**config.mk**
```make
export PLATFORM = sky130hd
export DESIGN_NAME = lamport_multi_resource_mutex_node
export DESIGN_NICKNAME = d
export VERILOG_FILES = /design/src/sv/lmn_pkg.sv /design/src/sv/lmn_order_unit.sv /design/src/sv/lamport_multi_resource_mutex_node.sv
export SDC_FILE = /design/constraint.sdc
export NUM_CORES = 2
export LEC_CHECK = 0
export ABC_AREA = 1
export ABC_CLOCK_PERIOD_IN_PS = 10160
export BUFFER_PORTS_ARGS = -buffer_cell sky130_fd_sc_hd__clkbuf_2
export CORE_AREA = 2 2 495 497
export CTS_CLUSTER_SIZE = 16
export DETAILED_ROUTE_END_ITERATION = 8
export DIE_AREA = 0 0 497 499
export PLACE_DENSITY = 0.53
export SYNTH_ARGS = -nofsm -noshare
export SYNTH_HDL_FRONTEND = slang
export SYNTH_HIERARCHICAL = 1
export SYNTH_SLANG_ARGS = --single-unit
```
**constraint.sdc**
```tcl
create_clock -name i_clk -period 10.16 [get_ports i_clk]
set_input_delay 3.048 -clock i_clk [delete_from_list [all_inputs] [get_ports i_clk]]
set_output_delay 3.048 -clock i_clk [all_outputs]
set_load 0.005 [all_outputs]
```
**src/sv/lmn_pkg.sv**
```systemverilog
`timescale 1ns / 1ps
// ---------------------------------------------------------------------------
// lmn_pkg: shared types and codes of the mutex node
// Mode and send codes, register indexes, sequencer states.
// ---------------------------------------------------------------------------
package lmn_pkg;

    // Lamport clock width, fixed by the stream layout
    localparam int unsigned CLOCK_BITS = 32;

    localparam int unsigned CFG_IDX_W  = 2;
    localparam int unsigned CFG_DATA_W = 5;

    localparam logic [CFG_IDX_W-1:0] REG_NODE_COUNT  = 2'd0;
    localparam logic [CFG_IDX_W-1:0] REG_OWN_ID      = 2'd1;
    localparam logic [CFG_IDX_W-1:0] REG_HOUSE_COUNT = 2'd2;
    localparam logic [CFG_IDX_W-1:0] REG_FENCE_COUNT = 2'd3;

    localparam logic [2:0] MODE_REQ_HOUSE  = 3'd0;
    localparam logic [2:0] MODE_REQ_FENCE  = 3'd1;
    localparam logic [2:0] MODE_RELEASE    = 3'd2;
    localparam logic [2:0] MODE_PEER_HOUSE = 3'd3;
    localparam logic [2:0] MODE_PEER_FENCE = 3'd4;
    localparam logic [2:0] MODE_FENCE_ACK  = 3'd5;
    localparam logic [2:0] MODE_HOUSE_ACK  = 3'd6;
    localparam logic [2:0] MODE_FINISH     = 3'd7;

    localparam logic [2:0] SEND_NONE        = 3'd0;
    localparam logic [2:0] SEND_BCAST_HOUSE = 3'd1;
    localparam logic [2:0] SEND_BCAST_FENCE = 3'd2;
    localparam logic [2:0] SEND_BCAST_DONE  = 3'd3;
    localparam logic [2:0] SEND_HOUSE_ACK   = 3'd4;
    localparam logic [2:0] SEND_FENCE_ACK   = 3'd5;

    typedef enum logic [2:0] {
        ST_IDLE,
        ST_PICK,
        ST_UPDATE,
        ST_SCAN,
        ST_OUT
    } t_state;

endpackage

```
**src/sv/lmn_order_unit.sv**
```systemverilog
`timescale 1ns / 1ps
// ---------------------------------------------------------------------------
// lmn_order_unit: shared (time, id) comparator
// One wide compare; reused by every scan step of the sequencer.
// ---------------------------------------------------------------------------
module lmn_order_unit #(
    parameter int unsigned CLOCK_BITS = 32,
    parameter int unsigned ID_W       = 4
) (
    input  logic [CLOCK_BITS-1:0] i_t1,
    input  logic [ID_W-1:0]       i_i1,
    input  logic [CLOCK_BITS-1:0] i_t2,
    input  logic [ID_W-1:0]       i_i2,
    output logic                  o_before
);
    // (t1,i1) strictly before (t2,i2)
    assign o_before = (i_t1 < i_t2) || ((i_t1 == i_t2) && (i_i1 < i_i2));
endmodule

```
**src/sv/lamport_multi_resource_mutex_node.sv**
```systemverilog
`timescale 1ns / 1ps
// ---------------------------------------------------------------------------
// lamport_multi_resource_mutex_node: one node of a Lamport mutex group
//
//  channel   | dir | handshake          | payload
//  s_axis    | in  | tvalid/tready      | tdata: mode, peer_id, time, house, rechoose
//  m_axis    | out | tvalid/tready      | tdata: kind, target, time, house, grants
//  cfg       | in  | i_cfg_we           | i_cfg_idx, i_cfg_data
//
// From accept to result valid the node runs the shortest-queue pick, an update
// step, the grant scan and an output step. The pick walks every entry once per
// effective house on a resource request with rechoose, else it passes through.
// The grant scan does a house and a slot compare per entry (one shared unit).
// Reset is synchronous; the input side stays not ready until the result beat
// is taken (ready from the next cycle), the output beat holds while stalled.
// ---------------------------------------------------------------------------
module lamport_multi_resource_mutex_node
    import lmn_pkg::*;
#(
    parameter int unsigned MAX_NODES  = 16,
    parameter int unsigned MAX_HOUSES = 8
) (
    input  logic                  i_clk,
    input  logic                  i_rst_n,
    input  logic                  s_axis_tvalid,
    output logic                  s_axis_tready,
    // mode[2:0], peer_id[6:3], peer_time[38:7], peer_house[41:39], rechoose[42]
    input  logic [47:0]           s_axis_tdata,
    output logic                  m_axis_tvalid,
    input  logic                  m_axis_tready,
    // send_kind[2:0], send_target[6:3], send_time[38:7], send_house[41:39],
    // house_granted[42], fence_granted[43]
    output logic [47:0]           m_axis_tdata,
    input  logic                  i_cfg_we,
    input  logic [CFG_IDX_W-1:0]  i_cfg_idx,
    input  logic [CFG_DATA_W-1:0] i_cfg_data
);
    localparam int unsigned TD   = 16;
    localparam int unsigned NMAX = (MAX_NODES < 16) ? MAX_NODES : 16;
    localparam int unsigned HD   = (MAX_HOUSES < 8) ? MAX_HOUSES : 8;
    localparam int unsigned NW   = $clog2(TD);
    localparam logic [CLOCK_BITS-1:0] CMAX = '1;

    // configuration
    logic [4:0] r_node_count, r_fence_count;
    logic [3:0] r_own_id, r_house_count;

    logic [4:0] w_ne;
    logic [3:0] w_he;
    assign w_ne = (r_node_count == 5'd0) ? 5'd1 :
                  (r_node_count > 5'(NMAX)) ? 5'(NMAX) : r_node_count;
    assign w_he = (r_house_count == 4'd0) ? 4'd1 :
                  (r_house_count > 4'(HD)) ? 4'(HD) : r_house_count;

    // state
    t_state r_st, n_st;
    logic [CLOCK_BITS-1:0] r_clk_v;
    logic r_hwait, r_fwait;
    logic [2:0] r_chosen;
    logic [TD-1:0] r_hval, r_fval;
    logic [2:0] r_hidx [TD];
    logic [CLOCK_BITS-1:0] r_htime [TD];
    logic [CLOCK_BITS-1:0] r_ftime [TD];
    logic [TD-1:0] r_hidle, r_fidle;

    // latched event
    logic [2:0] r_mode, r_phouse;
    logic [3:0] r_peer;
    logic [CLOCK_BITS-1:0] r_ptime;
    logic r_rech;

    // scan registers
    logic [NW-1:0] r_i;
    logic [2:0] r_h;
    logic [4:0] r_len, r_best_len, r_htot, r_ftot, r_ahead;
    logic [2:0] r_best;
    logic r_have;
    logic [NW-1:0] r_head;
    logic [2:0] r_kind;
    logic [3:0] r_tgt;
    logic [CLOCK_BITS-1:0] r_stime;
    logic [2:0] r_shouse;
    logic r_out_v;
    logic [47:0] r_out;

    logic [NW-1:0] w_me;
    assign w_me = NW'(r_own_id);

    // shared comparator
    logic [CLOCK_BITS-1:0] w_t1, w_t2;
    logic [NW-1:0] w_i1, w_i2;
    logic w_before;
    lmn_order_unit #(.CLOCK_BITS(CLOCK_BITS), .ID_W(NW)) u_ord (
        .i_t1(w_t1), .i_i1(w_i1), .i_t2(w_t2), .i_i2(w_i2), .o_before(w_before)
    );
    always_comb begin
        if (r_st == ST_SCAN && r_h == '0) begin
            w_t1 = r_htime[r_i]; w_i1 = r_i; w_t2 = r_htime[r_head]; w_i2 = r_head;
        end else begin
            w_t1 = r_ftime[r_i]; w_i1 = r_i; w_t2 = r_ftime[w_me]; w_i2 = w_me;
        end
    end

    function automatic logic [CLOCK_BITS-1:0] sat_inc(input logic [CLOCK_BITS-1:0] v);
        return (v == CMAX) ? v : v + 1'b1;
    endfunction

    // x mod d for a 4-bit x and d in 1..8: four compare-and-subtract steps
    function automatic logic [2:0] small_mod(input logic [3:0] x, input logic [3:0] d);
        logic [6:0] rem;
        rem = {3'b0, x};
        for (int s = 3; s >= 0; s--) begin
            if (rem >= ({3'b0, d} << s)) rem = rem - ({3'b0, d} << s);
        end
        return rem[2:0];
    endfunction

    logic [CLOCK_BITS-1:0] w_ptime;
    assign w_ptime = s_axis_tdata[7 +: CLOCK_BITS];

    logic w_last_i;
    assign w_last_i = (r_i == NW'(TD - 1));
    logic w_peer_ok;
    assign w_peer_ok = (r_peer != r_own_id) && ({1'b0, r_peer} < w_ne) &&
                       !(r_mode == MODE_PEER_HOUSE && {1'b0, r_phouse} >= w_he);

    assign s_axis_tready = (r_st == ST_IDLE) && !r_out_v;
    assign m_axis_tvalid = r_out_v;
    assign m_axis_tdata  = r_out;

    always_comb begin
        n_st = r_st;
        unique case (r_st)
            ST_IDLE:   if (s_axis_tvalid && s_axis_tready) n_st = ST_PICK;
            ST_PICK: begin
                if (!(r_mode == MODE_REQ_HOUSE && r_rech)) n_st = ST_UPDATE;
                else if (w_last_i && r_h == 3'(w_he - 4'd1)) n_st = ST_UPDATE;
            end
            ST_UPDATE: n_st = ST_SCAN;
            ST_SCAN:   if (w_last_i && r_h != '0) n_st = ST_OUT;
            ST_OUT:    n_st = ST_IDLE;
            default:   n_st = ST_IDLE;
        endcase
    end

    always_ff @(posedge i_clk) begin
        if (!i_rst_n) begin
            r_st <= ST_IDLE;
            r_node_count <= 5'd1; r_own_id <= '0; r_house_count <= 4'd1;
            r_fence_count <= 5'd1; r_chosen <= '0;
            r_clk_v <= '0; r_hwait <= 1'b0; r_fwait <= 1'b0;
            r_hval <= '0; r_fval <= '0; r_hidle <= '0; r_fidle <= '0;
            r_out_v <= 1'b0; r_i <= '0; r_h <= '0;
        end else begin
            r_st <= n_st;
            if (m_axis_tvalid && m_axis_tready) r_out_v <= 1'b0;
            // configuration
            if (i_cfg_we) begin
                unique case (i_cfg_idx)
                    REG_NODE_COUNT:  r_node_count <= i_cfg_data;
                    REG_OWN_ID: begin
                        r_own_id <= i_cfg_data[3:0];
                        r_chosen <= small_mod(i_cfg_data[3:0], w_he);
                    end
                    REG_HOUSE_COUNT: begin
                        r_house_count <= i_cfg_data[3:0];
                        r_chosen <= small_mod(r_own_id, (i_cfg_data[3:0] == 4'd0) ? 4'd1 :
                                   (i_cfg_data[3:0] > 4'(HD)) ? 4'(HD) : i_cfg_data[3:0]);
                    end
                    REG_FENCE_COUNT: r_fence_count <= i_cfg_data;
                    default: ;
                endcase
            end
            unique case (r_st)
                ST_IDLE: begin
                    r_mode <= s_axis_tdata[2:0]; r_peer <= s_axis_tdata[6:3];
                    r_ptime <= w_ptime;
                    r_phouse <= s_axis_tdata[39 + CLOCK_BITS - 32 +: 3];
                    r_rech <= s_axis_tdata[42 + CLOCK_BITS - 32];
                    r_i <= '0; r_h <= '0; r_len <= '0; r_best <= '0; r_best_len <= '0;
                end
                // one entry per cycle, house by house
                ST_PICK: if (r_mode == MODE_REQ_HOUSE && r_rech) begin
                    logic [4:0] len;
                    len = r_len + 5'(r_hval[r_i] && r_hidx[r_i] == r_h);
                    r_i <= r_i + 1'b1;
                    if (w_last_i) begin
                        if (r_h == '0 || len < r_best_len) begin
                            r_best_len <= len; r_best <= r_h;
                            if (r_h == 3'(w_he - 4'd1)) r_chosen <= r_h;
                        end else if (r_h == 3'(w_he - 4'd1)) r_chosen <= r_best;
                        r_h <= r_h + 1'b1; r_len <= '0;
                    end else r_len <= len;
                end
                ST_UPDATE: begin
                    logic [2:0] k, sh;
                    logic [3:0] tg;
                    logic [CLOCK_BITS-1:0] c, st, m;
                    logic [TD-1:0] hi, fi;
                    k = SEND_NONE; tg = '0; st = '0; sh = '0;
                    c = r_clk_v; hi = r_hidle; fi = r_fidle;
                    r_i <= '0; r_h <= '0; r_have <= 1'b0; r_head <= '0;
                    r_ahead <= '0;
                    if (r_mode == MODE_REQ_HOUSE) begin
                        c = sat_inc(c); r_hwait <= 1'b1;
                        r_hval[w_me] <= 1'b1; r_hidx[w_me] <= r_chosen;
                        r_htime[w_me] <= c; hi = '0;
                        k = SEND_BCAST_HOUSE; st = c; sh = r_chosen;
                    end else if (r_mode == MODE_REQ_FENCE) begin
                        c = sat_inc(c); r_fwait <= 1'b1;
                        r_fval[w_me] <= 1'b1; r_ftime[w_me] <= c; fi = '0;
                        k = SEND_BCAST_FENCE; st = c;
                    end else if (r_mode == MODE_RELEASE) begin
                        c = sat_inc(c); r_hwait <= 1'b0; r_fwait <= 1'b0;
                        r_hval[w_me] <= 1'b0; r_fval[w_me] <= 1'b0;
                        k = SEND_BCAST_DONE; st = c; sh = r_chosen;
                    end else if (w_peer_ok) begin
                        unique case (r_mode)
                            MODE_PEER_HOUSE: begin
                                hi[r_peer[NW-1:0]] = 1'b0;
                                r_hval[r_peer[NW-1:0]] <= 1'b1;
                                r_hidx[r_peer[NW-1:0]] <= r_phouse;
                                r_htime[r_peer[NW-1:0]] <= r_ptime;
                                if (!r_hwait) begin
                                    c = sat_inc(c); k = SEND_HOUSE_ACK;
                                    tg = r_peer; st = c;
                                end
                            end
                            MODE_PEER_FENCE: begin
                                fi[r_peer[NW-1:0]] = 1'b0;
                                r_fval[r_peer[NW-1:0]] <= 1'b1;
                                r_ftime[r_peer[NW-1:0]] <= r_ptime;
                                if (!r_fwait) begin
                                    c = sat_inc(c); k = SEND_FENCE_ACK;
                                    tg = r_peer; st = c;
                                end
                            end
                            MODE_FENCE_ACK: fi[r_peer[NW-1:0]] = 1'b1;
                            MODE_HOUSE_ACK: hi[r_peer[NW-1:0]] = 1'b1;
                            default: begin
                                hi[r_peer[NW-1:0]] = 1'b1; fi[r_peer[NW-1:0]] = 1'b1;
                                r_hval[r_peer[NW-1:0]] <= 1'b0;
                                r_fval[r_peer[NW-1:0]] <= 1'b0;
                            end
                        endcase
                        m = (r_ptime > c) ? r_ptime : c;
                        c = sat_inc(m);
                    end
                    r_clk_v <= c;
                    r_hidle <= hi; r_fidle <= fi;
                    r_htot <= 5'($countones(hi)); r_ftot <= 5'($countones(fi));
                    r_kind <= k; r_tgt <= tg; r_stime <= st; r_shouse <= sh;
                end
                // grant scan, house step then slot step per entry: both share the unit
                ST_SCAN: begin
                    if (r_h == '0) begin
                        if (r_hval[r_i] && {1'b0, r_hidx[r_i]} < w_he) begin
                            r_htot <= r_htot + 5'd1;
                            if (r_hidx[r_i] == r_chosen && (!r_have || w_before)) begin
                                r_head <= r_i; r_have <= 1'b1;
                            end
                        end
                        r_h <= 3'd1;
                    end else begin
                        if (r_fval[r_i]) begin
                            r_ftot <= r_ftot + 5'd1;
                            if (r_i != w_me && w_before) r_ahead <= r_ahead + 5'd1;
                        end
                        r_h <= '0; r_i <= r_i + 1'b1;
                    end
                end
                ST_OUT: begin
                    r_out_v <= 1'b1;
                    r_out <= {4'b0,
                              (r_ftot == w_ne) && r_fval[w_me] && (r_ahead < r_fence_count),
                              (r_htot == w_ne) && r_have && (r_head == w_me),
                              r_shouse, r_stime, r_tgt, r_kind};
                end
                default: ;
            endcase
        end
    end
endmodule

```
Word level (Yosys, flattened, before mapping)
Memory sizes are Yosys's and may differ from the RTL's. A register that Yosys moved wholly into a read port is not among the register bits.
Cells that the tools add are included.
{"block": "totals", "memories": 3, "word_cells": 440, "ram_bits": 1072, "output_inout_bits": 50, "ff_bits": 292, "inputBits": 60}
{"block": "classes", "mux": 201, "n_bitwise": 16, "eq_ne": 40, "n_addsub": 47, "n_lt_le_gt_ge": 24, "n_reduce_logical": 74}
{"name": "r_ftime", "depth": 16, "width": 32, "rd": 2, "rd_ports_with_merged_regs": 2, "wr": 1, "line_no": "lamport_multi_resource_mutex_node.sv:63", "text": "logic [CLOCK_BITS-1:0] r_ftime [TD];"}
{"name": "r_htime", "depth": 16, "width": 32, "rd": 2, "rd_ports_with_merged_regs": 2, "wr": 1, "line_no": "lamport_multi_resource_mutex_node.sv:62", "text": "logic [CLOCK_BITS-1:0] r_htime [TD];"}
{"name": "r_hidx", "depth": 16, "width": 3, "rd": 1, "rd_ports_with_merged_regs": 1, "wr": 1, "line_no": "lamport_multi_resource_mutex_node.sv:61", "text": "logic [2:0] r_hidx [TD];"}
{"operator": "32-bit 2-to-1 mux", "n": 25}
{"operator": "16-bit 2-to-1 mux", "n": 19}
{"operator": "7-bit 2-to-1 mux", "n": 24}
{"operator": "16-bit one-hot mux with 2 select lines", "n": 4}
{"operator": "32-bit one-hot mux with 2 select lines", "n": 2}
{"operator": "16-bit AND", "n": 6}
{"operator": "4-bit 2-to-1 mux", "n": 24}
{"operator": "16-bit bitwise OR", "n": 6}
{"operator": "3-bit 2-to-1 mux", "n": 24}
{"operator": "5-bit 2-to-1 mux", "n": 14}
{"operator": "32-bit by 1-bit adder with 32-bit output, second input constant", "n": 2}
{"operator": "32-bit == test, second input constant", "n": 2}
{"operator": "32-bit OR reduction", "n": 2}
{"operator": "5-bit one-hot mux with 2 select lines", "n": 5}
{"operator": "1-bit 2-to-1 mux", "n": 43}
{"operator": "1-bit by 1-bit adder with 2-bit output", "n": 16}
{"operator": "32-bit == test", "n": 1}
{"operator": "32-bit greater-than comparator", "n": 1}
{"operator": "32-bit < comparator", "n": 1}
{"operator": "16-bit inverter", "n": 2}
{"operator": "2-bit by 2-bit adder with 3-bit output", "n": 8}
{"operator": "1-bit logical AND", "n": 21}
{"operator": "3-bit one-hot mux with 2 select lines", "n": 3}
{"operator": "3-bit AND reduction", "n": 6}
{"operator": "62 further kinds", "n": 141}

Logic depth before layout (Yosys ltp)
{"block": "depth", "ltp_word": 27, "ltp_mapped": 43, "ltp_nobuf": 43}

Cells and area by module
Netlist, hierarchy kept.
{"module": "lamport_multi_resource_mutex_node", "cells_per_inst": 7617, "seq_area_each_um2": 39898.3, "area_per_inst_um2": 71632.5, "n_inst": 1}
{"module": "lmn_order_unit", "cells_per_inst": 157, "seq_area_each_um2": 0.0, "area_per_inst_um2": 985.9, "n_inst": 1}

Least setup slack after synthesis
Ideal clock, no wire load.
{"block": "synth_path", "kind": "input to register", "from": "in i_cfg_data[2]", "to": "reg r_chosen[0]", "cell_stages": 39, "path_slack_ns": 1.774, "setup_time_ns": 0.071, "t_arrival_ns": 8.316, "n_path_buf": 0, "required_ns": 10.090, "cell_sequence": "inv_1 nand2_1 a21oi_1 ha_1 inv_1 ha_1 inv_1 o22ai_1 a21oi_1 ha_1 nand3_1 nand3_1 nand2_1 nand3_1 nor2_1 or2_2 o21a_1 inv_1 [3 not listed] nor2_1 o211ai_1 nor2_1 nand2_1 o21ai_0 inv_1 ha_1 o21a_1 o21a_1 o21ai_0 nand2_1 a21oi_1 nand2_1 nand2_1 nand3_1 nand3_1 nand2_1 a21oi_1"}
{"block": "synth_via", "elab_chain_len": 27, "word_cells_on_any_way": 54, "classes_between": "add/sub: 8; order compare: 9; mux: 36; reduce/logical: 1"}
{"element": "start, declared", "line_no": "lamport_multi_resource_mutex_node.sv:36", "text": "input logic [CFG_DATA_W-1:0] i_cfg_data"}
{"element": "4-bit greater-than comparator", "line_no": "lamport_multi_resource_mutex_node.sv:168", "text": "(i_cfg_data[3:0] > 4'(HD)) ? 4'(HD) : i_cfg_data[3:0]);"}
{"element": "4-bit 2-to-1 mux", "line_no": "lamport_multi_resource_mutex_node.sv:168"}
{"element": "4-bit 2-to-1 mux", "line_no": "lamport_multi_resource_mutex_node.sv:167", "text": "r_chosen <= small_mod(r_own_id, (i_cfg_data[3:0] == 4'd0) ? 4'd1 :"}
{"element": "4-bit by 7-bit subtractor with 7-bit output / 4-bit by 7-bit greater-or-equal comparator with 1-bit output (equally long branches)", "line_no": "lamport_multi_resource_mutex_node.sv:113", "text": "if (rem >= ({3'b0, d} << s)) rem = rem - ({3'b0, d} << s);"}
{"element": "7-bit 2-to-1 mux", "line_no": "lamport_multi_resource_mutex_node.sv:113"}
{"element": "7-bit 2-to-1 mux", "line_no": "lamport_multi_resource_mutex_node.sv:159", "text": "unique case (i_cfg_idx)"}
{"element": "7-bit 2-to-1 mux", "line_no": "lamport_multi_resource_mutex_node.sv:158", "text": "if (i_cfg_we) begin"}
{"element": "7-bit 2-to-1 mux", "line_no": "lamport_multi_resource_mutex_node.sv:147", "text": "if (!i_rst_n) begin"}
{"element": "[11 not listed]"}
{"element": "3-bit 2-to-1 mux", "line_no": "lamport_multi_resource_mutex_node.sv:113"}
{"element": "3-bit one-hot mux with 2 select lines *", "line_no": "lamport_multi_resource_mutex_node.sv:159"}
{"element": "3-bit 2-to-1 mux *", "line_no": "lamport_multi_resource_mutex_node.sv:158"}
{"element": "3-bit 2-to-1 mux, on equally long branches", "line_no": "lamport_multi_resource_mutex_node.sv:191, lamport_multi_resource_mutex_node.sv:190"}
{"element": "3-bit 2-to-1 mux", "line_no": "lamport_multi_resource_mutex_node.sv:188", "text": "if (r_h == '0 || len < r_best_len) begin"}
{"element": "3-bit 2-to-1 mux", "line_no": "lamport_multi_resource_mutex_node.sv:187", "text": "if (w_last_i) begin"}
{"element": "3-bit 2-to-1 mux", "line_no": "lamport_multi_resource_mutex_node.sv:183", "text": "ST_PICK: if (r_mode == MODE_REQ_HOUSE && r_rech) begin"}
{"element": "3-bit 2-to-1 mux *", "line_no": "lamport_multi_resource_mutex_node.sv:174", "text": "unique case (r_st)"}
{"element": "end signal, assigned", "line_no": "lamport_multi_resource_mutex_node.sv:167"}
{"element": "end signal, assigned", "line_no": "lamport_multi_resource_mutex_node.sv:190", "text": "if (r_h == 3'(w_he - 4'd1)) r_chosen <= r_h;"}
{"element": "end signal, assigned", "line_no": "lamport_multi_resource_mutex_node.sv:191", "text": "end else if (r_h == 3'(w_he - 4'd1)) r_chosen <= r_best;"}
{"element": "end, declared", "line_no": "lamport_multi_resource_mutex_node.sv:59", "text": "logic [2:0] r_chosen;"}
Mark *: on every way between the ends. The rest lies on a longest branch, timed or not. The select of a mux whose other input is x is not followed.
A chain may end at the register's enable or synchronous reset.

Worst setup path after layout
{"block": "layout_path", "from": "in i_cfg_data[2]", "to": "reg r_chosen[2]"}
Same word-level chain as after synthesis.

==> impl_results.md <==
- Outcome: complete, no violations
- Initial DRC Count: 9677
- Cell variety after synth: 65
- Via density per instance: 5.827
- PwrDens: 219.2 mW/mm^2
- Drt drc: 0
- Chip height: 499 um
- Final period utilization: 82.18%
- CTS buffer count: 149
- I/O pin total: 110
- RSZ-0062 raised after global routing: no
- Number of global-route vias before repair: 61.06k
- Placed insts: 10.69k
- CTS tree: built
- Crit path launch type: input port
- Clock root buffer master: clkbuf_16
- Post-Route WL: 290700 um
- Register area share after synthesis: 54.94%
- Commonest non-fill, non-tap cell in the layout: nor2_1
- Number of buffers added on ports: 100
- Routed Antenna Nets: 0
- Crit-path slowest cell: fa_1
- CTS Hold Bufs: 0
- Synth Instances: 7774
- Actual slew at the worst max-slew pin: 1.385 ns
- Core area: 0.2425 mm^2
- Relative slew slack: 7.021%
- Final hold violations: 0
- Layout Cells excl Fill: 10.97k
- Worst-skew pair later-pin latency: 0.84 ns
- Die area: 0.2480 mm^2
- Asr flop ratio synth: 0%
- Most frequent CP cell: nand2_1
- Tot GR Track Use: 22.49%
- Initial antenna violation count: 12
- Std-Cell Rows: 181
- Total of warnings raised by yosys: 6
- Detailed-route via count: 63.93k
- Worst Path Class, Setup: input port to register
- HPWL after DPL: 179200 um
- Final setup fails: 0
- Leak pwr: 28.22 nW
- Fillers: 24.34k
- Grt total ovfl: 0
- Clock Pin Slew Worst Setup and Hold Paths: 0.06 ns
- Final Max Slew Viols: 0
- Initial DRT Pass Iterations: 7
- CTS Buffer Depth: 3
- Total Neg Setup Slack: 0 ns
- Layout Nets: 7862
- Util after Layout: 33.65%
- Synth Flop Type: edfxtp_1
- Postcts setup bufs: 0
- Seq cells post-synth: 1376
- Number of synthesized flops with an enable pin: 1234
- Starting Density: 29.94%
- Ratio of cells with drive above 1 in the final layout: 9.197%
- RePlAce Congestion: 0.9353
- Synth Area in Compound Gates: 20.87%
- CP required: 10.91 ns
- First-pass GRT wire length: 416000 um
- Fin Clk Skew: 0.03920 ns
- Syn avg cell area: 9.341 um^2
- Adder-cell area share of the yosys netlist: 3.060%
- Post-layout min period: 8.350 ns
- Die Width: 497 um
- Post-Syn Area: 0.07262 mm^2
- Post_cts resized: 0
- Pin count of the biggest net entering global routing: 189
- Max Clock Freq: 119.8 MHz
- XOR/XNOR Fraction of Synth Area: 0.6392%
- Wire per inst: 26.50 um
- Synth Area in Simple Gates: 14.77%
- Most frequent cells in the layout: nor2_1, o21ai_0, edfxtp_1
- Worst Hold Class: register to register
- Worst path arrival time: 9.10 ns
- Crit-path max FO: 7
- Critical path's largest stage delay: 0.43 ns
- Crit. End Element: register
- CTS sink count: 1376
- Mux cell area share after synthesis: 0%
- H-tree depth: 4
- Max Cap Viol: 0
- VDD IR max: 0.1644 mV
- Synth-to-layout area growth: 12.38%
- Largest family of logic cells by synthesized area: compound AO/OA/AOI/OAI gates
-- critical path, delay by kind of cell --
kind,cells,cell delay [ns]
adder cells (fa/ha/maj),5,1.44
AO/OA/AOI/OAI,12,2.06
buffers and inverters,6,0.68
AND/OR/NAND/NOR,17,1.89
-- cells in the mapped netlist, drive strengths merged (10+ instances only) --
master	count	area share, %
xnor2	12	0.14
o22ai	144	1.2
ha	136	2.3
dfxtp	142	3.9
nand3	261	2.0
nand4	25	0.22
a32o	28	0.39
xor2	41	0.49
a32oi	45	0.54
o21ai	1404	9.8
or2	10	0.086
a21oi	301	2.1
o221ai	387	4.7
inv	507	2.6
clkbuf	499	2.6
buf	54	0.47
nor3	44	0.34
nand2	833	4.5
edfxtp	1234	51
nand3b	16	0.17
o21a	12	0.12
nor2	1388	7.4
o211ai	49	0.51
fa	26	0.72
a211oi	22	0.23
a31oi	90	0.78
o21bai	10	0.10
-- layout make-up --
type                            count  area, um^2  area share (%)
Clock buffer                      192        4034           4.943
Sequential cell                  1376       39930           48.93
Tap cell                         3202        4006           4.909
Timing Repair Buffer              265        1827           2.238
Antenna cell                        6       15.01         0.01840
Multi-Input combinational cell   5333       28910           35.42
Inverter                          515        1969           2.413
Clock inverter                     82       917.1           1.124
-- sequential cells by signal, summed over array words and instances, names as in the netlist, 5 cells and up, named ones only --
name and cells:
r_ftot 5, r_ptime 32, m_axis_tdata 44, r_len 5, r_best_len 5, r_ftime 512, r_stime 32, r_fidle 16
r_hidx 48, r_ahead 5, r_node_count 5, r_htime 512, r_clk_v 32, r_fence_count 5, r_hidle 16, r_htot 5
-- worst paths after layout --
check / startpoint / end / slack, ns / cells past startpoint
worst max-delay path: i_cfg_data[2] / r_chosen[2]$_SDFF_PN0_ / 1.81 / 40
worst min-delay path: r_stime[15]$_DFFE_PP_ / m_axis_tdata[22]$_DFFE_PP_ / 0.42 / 0
worst min register to register: r_stime[15]$_DFFE_PP_ / m_axis_tdata[22]$_DFFE_PP_ / 0.42 / 0
worst max register to register: r_clk_v[0]$_SDFFE_PN0P_ / r_clk_v[12]$_SDFFE_PN0P_ / 2.46 / 30
-- per-layer routing --
metal / track usage (%) / part of all wire, % / vias to the layer above / wire, um
met5: 0 / 0 / - / 0
met3: 3.837 / 10 / 693 / 28980
met4: 10.96 / 5.1 / 0 / 14790
met2: 34.44 / 44 / 3990 / 126900
met1: 30.75 / 41 / 31390 / 120000
li1: - / - / 27850 / -
-- cells by family (layout without fill, tap and decap cells) --
| group | after synthesis | count (layout) |
|---|---|---|
| AOI/OAI and AO/OA | 2527 | 2527 |
| xor gates and xnor gates | 53 | 53 |
| adders and majority gates | 162 | 162 |
| buffers and inverters | 1068 | 1054 |
| DFF | 1376 | 1376 |
| other | 1 | 10 |
| and+or+nand+nor | 2587 | 2587 |
-- power by group --
part           switching [W]  internal [W]
Sequential          0.000260       0.00657
Clock                0.00245       0.00321
Combinational        0.00391       0.00149
Total                0.00662        0.0113
-- metrics by stage --
stage / total power, W / area, um^2 / hold slack [ns] / setup WS, ns
6_report: 0.01788 / 81610 / 0.4192 / 1.810
5_1_grt: 0.01863 / 81600 / 0.4249 / 0.9851
4_1_cts: 0.01778 / 81590 / 0.4107 / 1.793
3_5_place_dp: 0.01219 / 76640 / 0.4059 / 0.9603
3_3_place_gp: 0.01209 / 76640 / 0.4046 / 0.6743
2_1_floorplan: 0.01022 / 72630 / 0.4003 / 1.774
(Power assumes the default switching activity.)
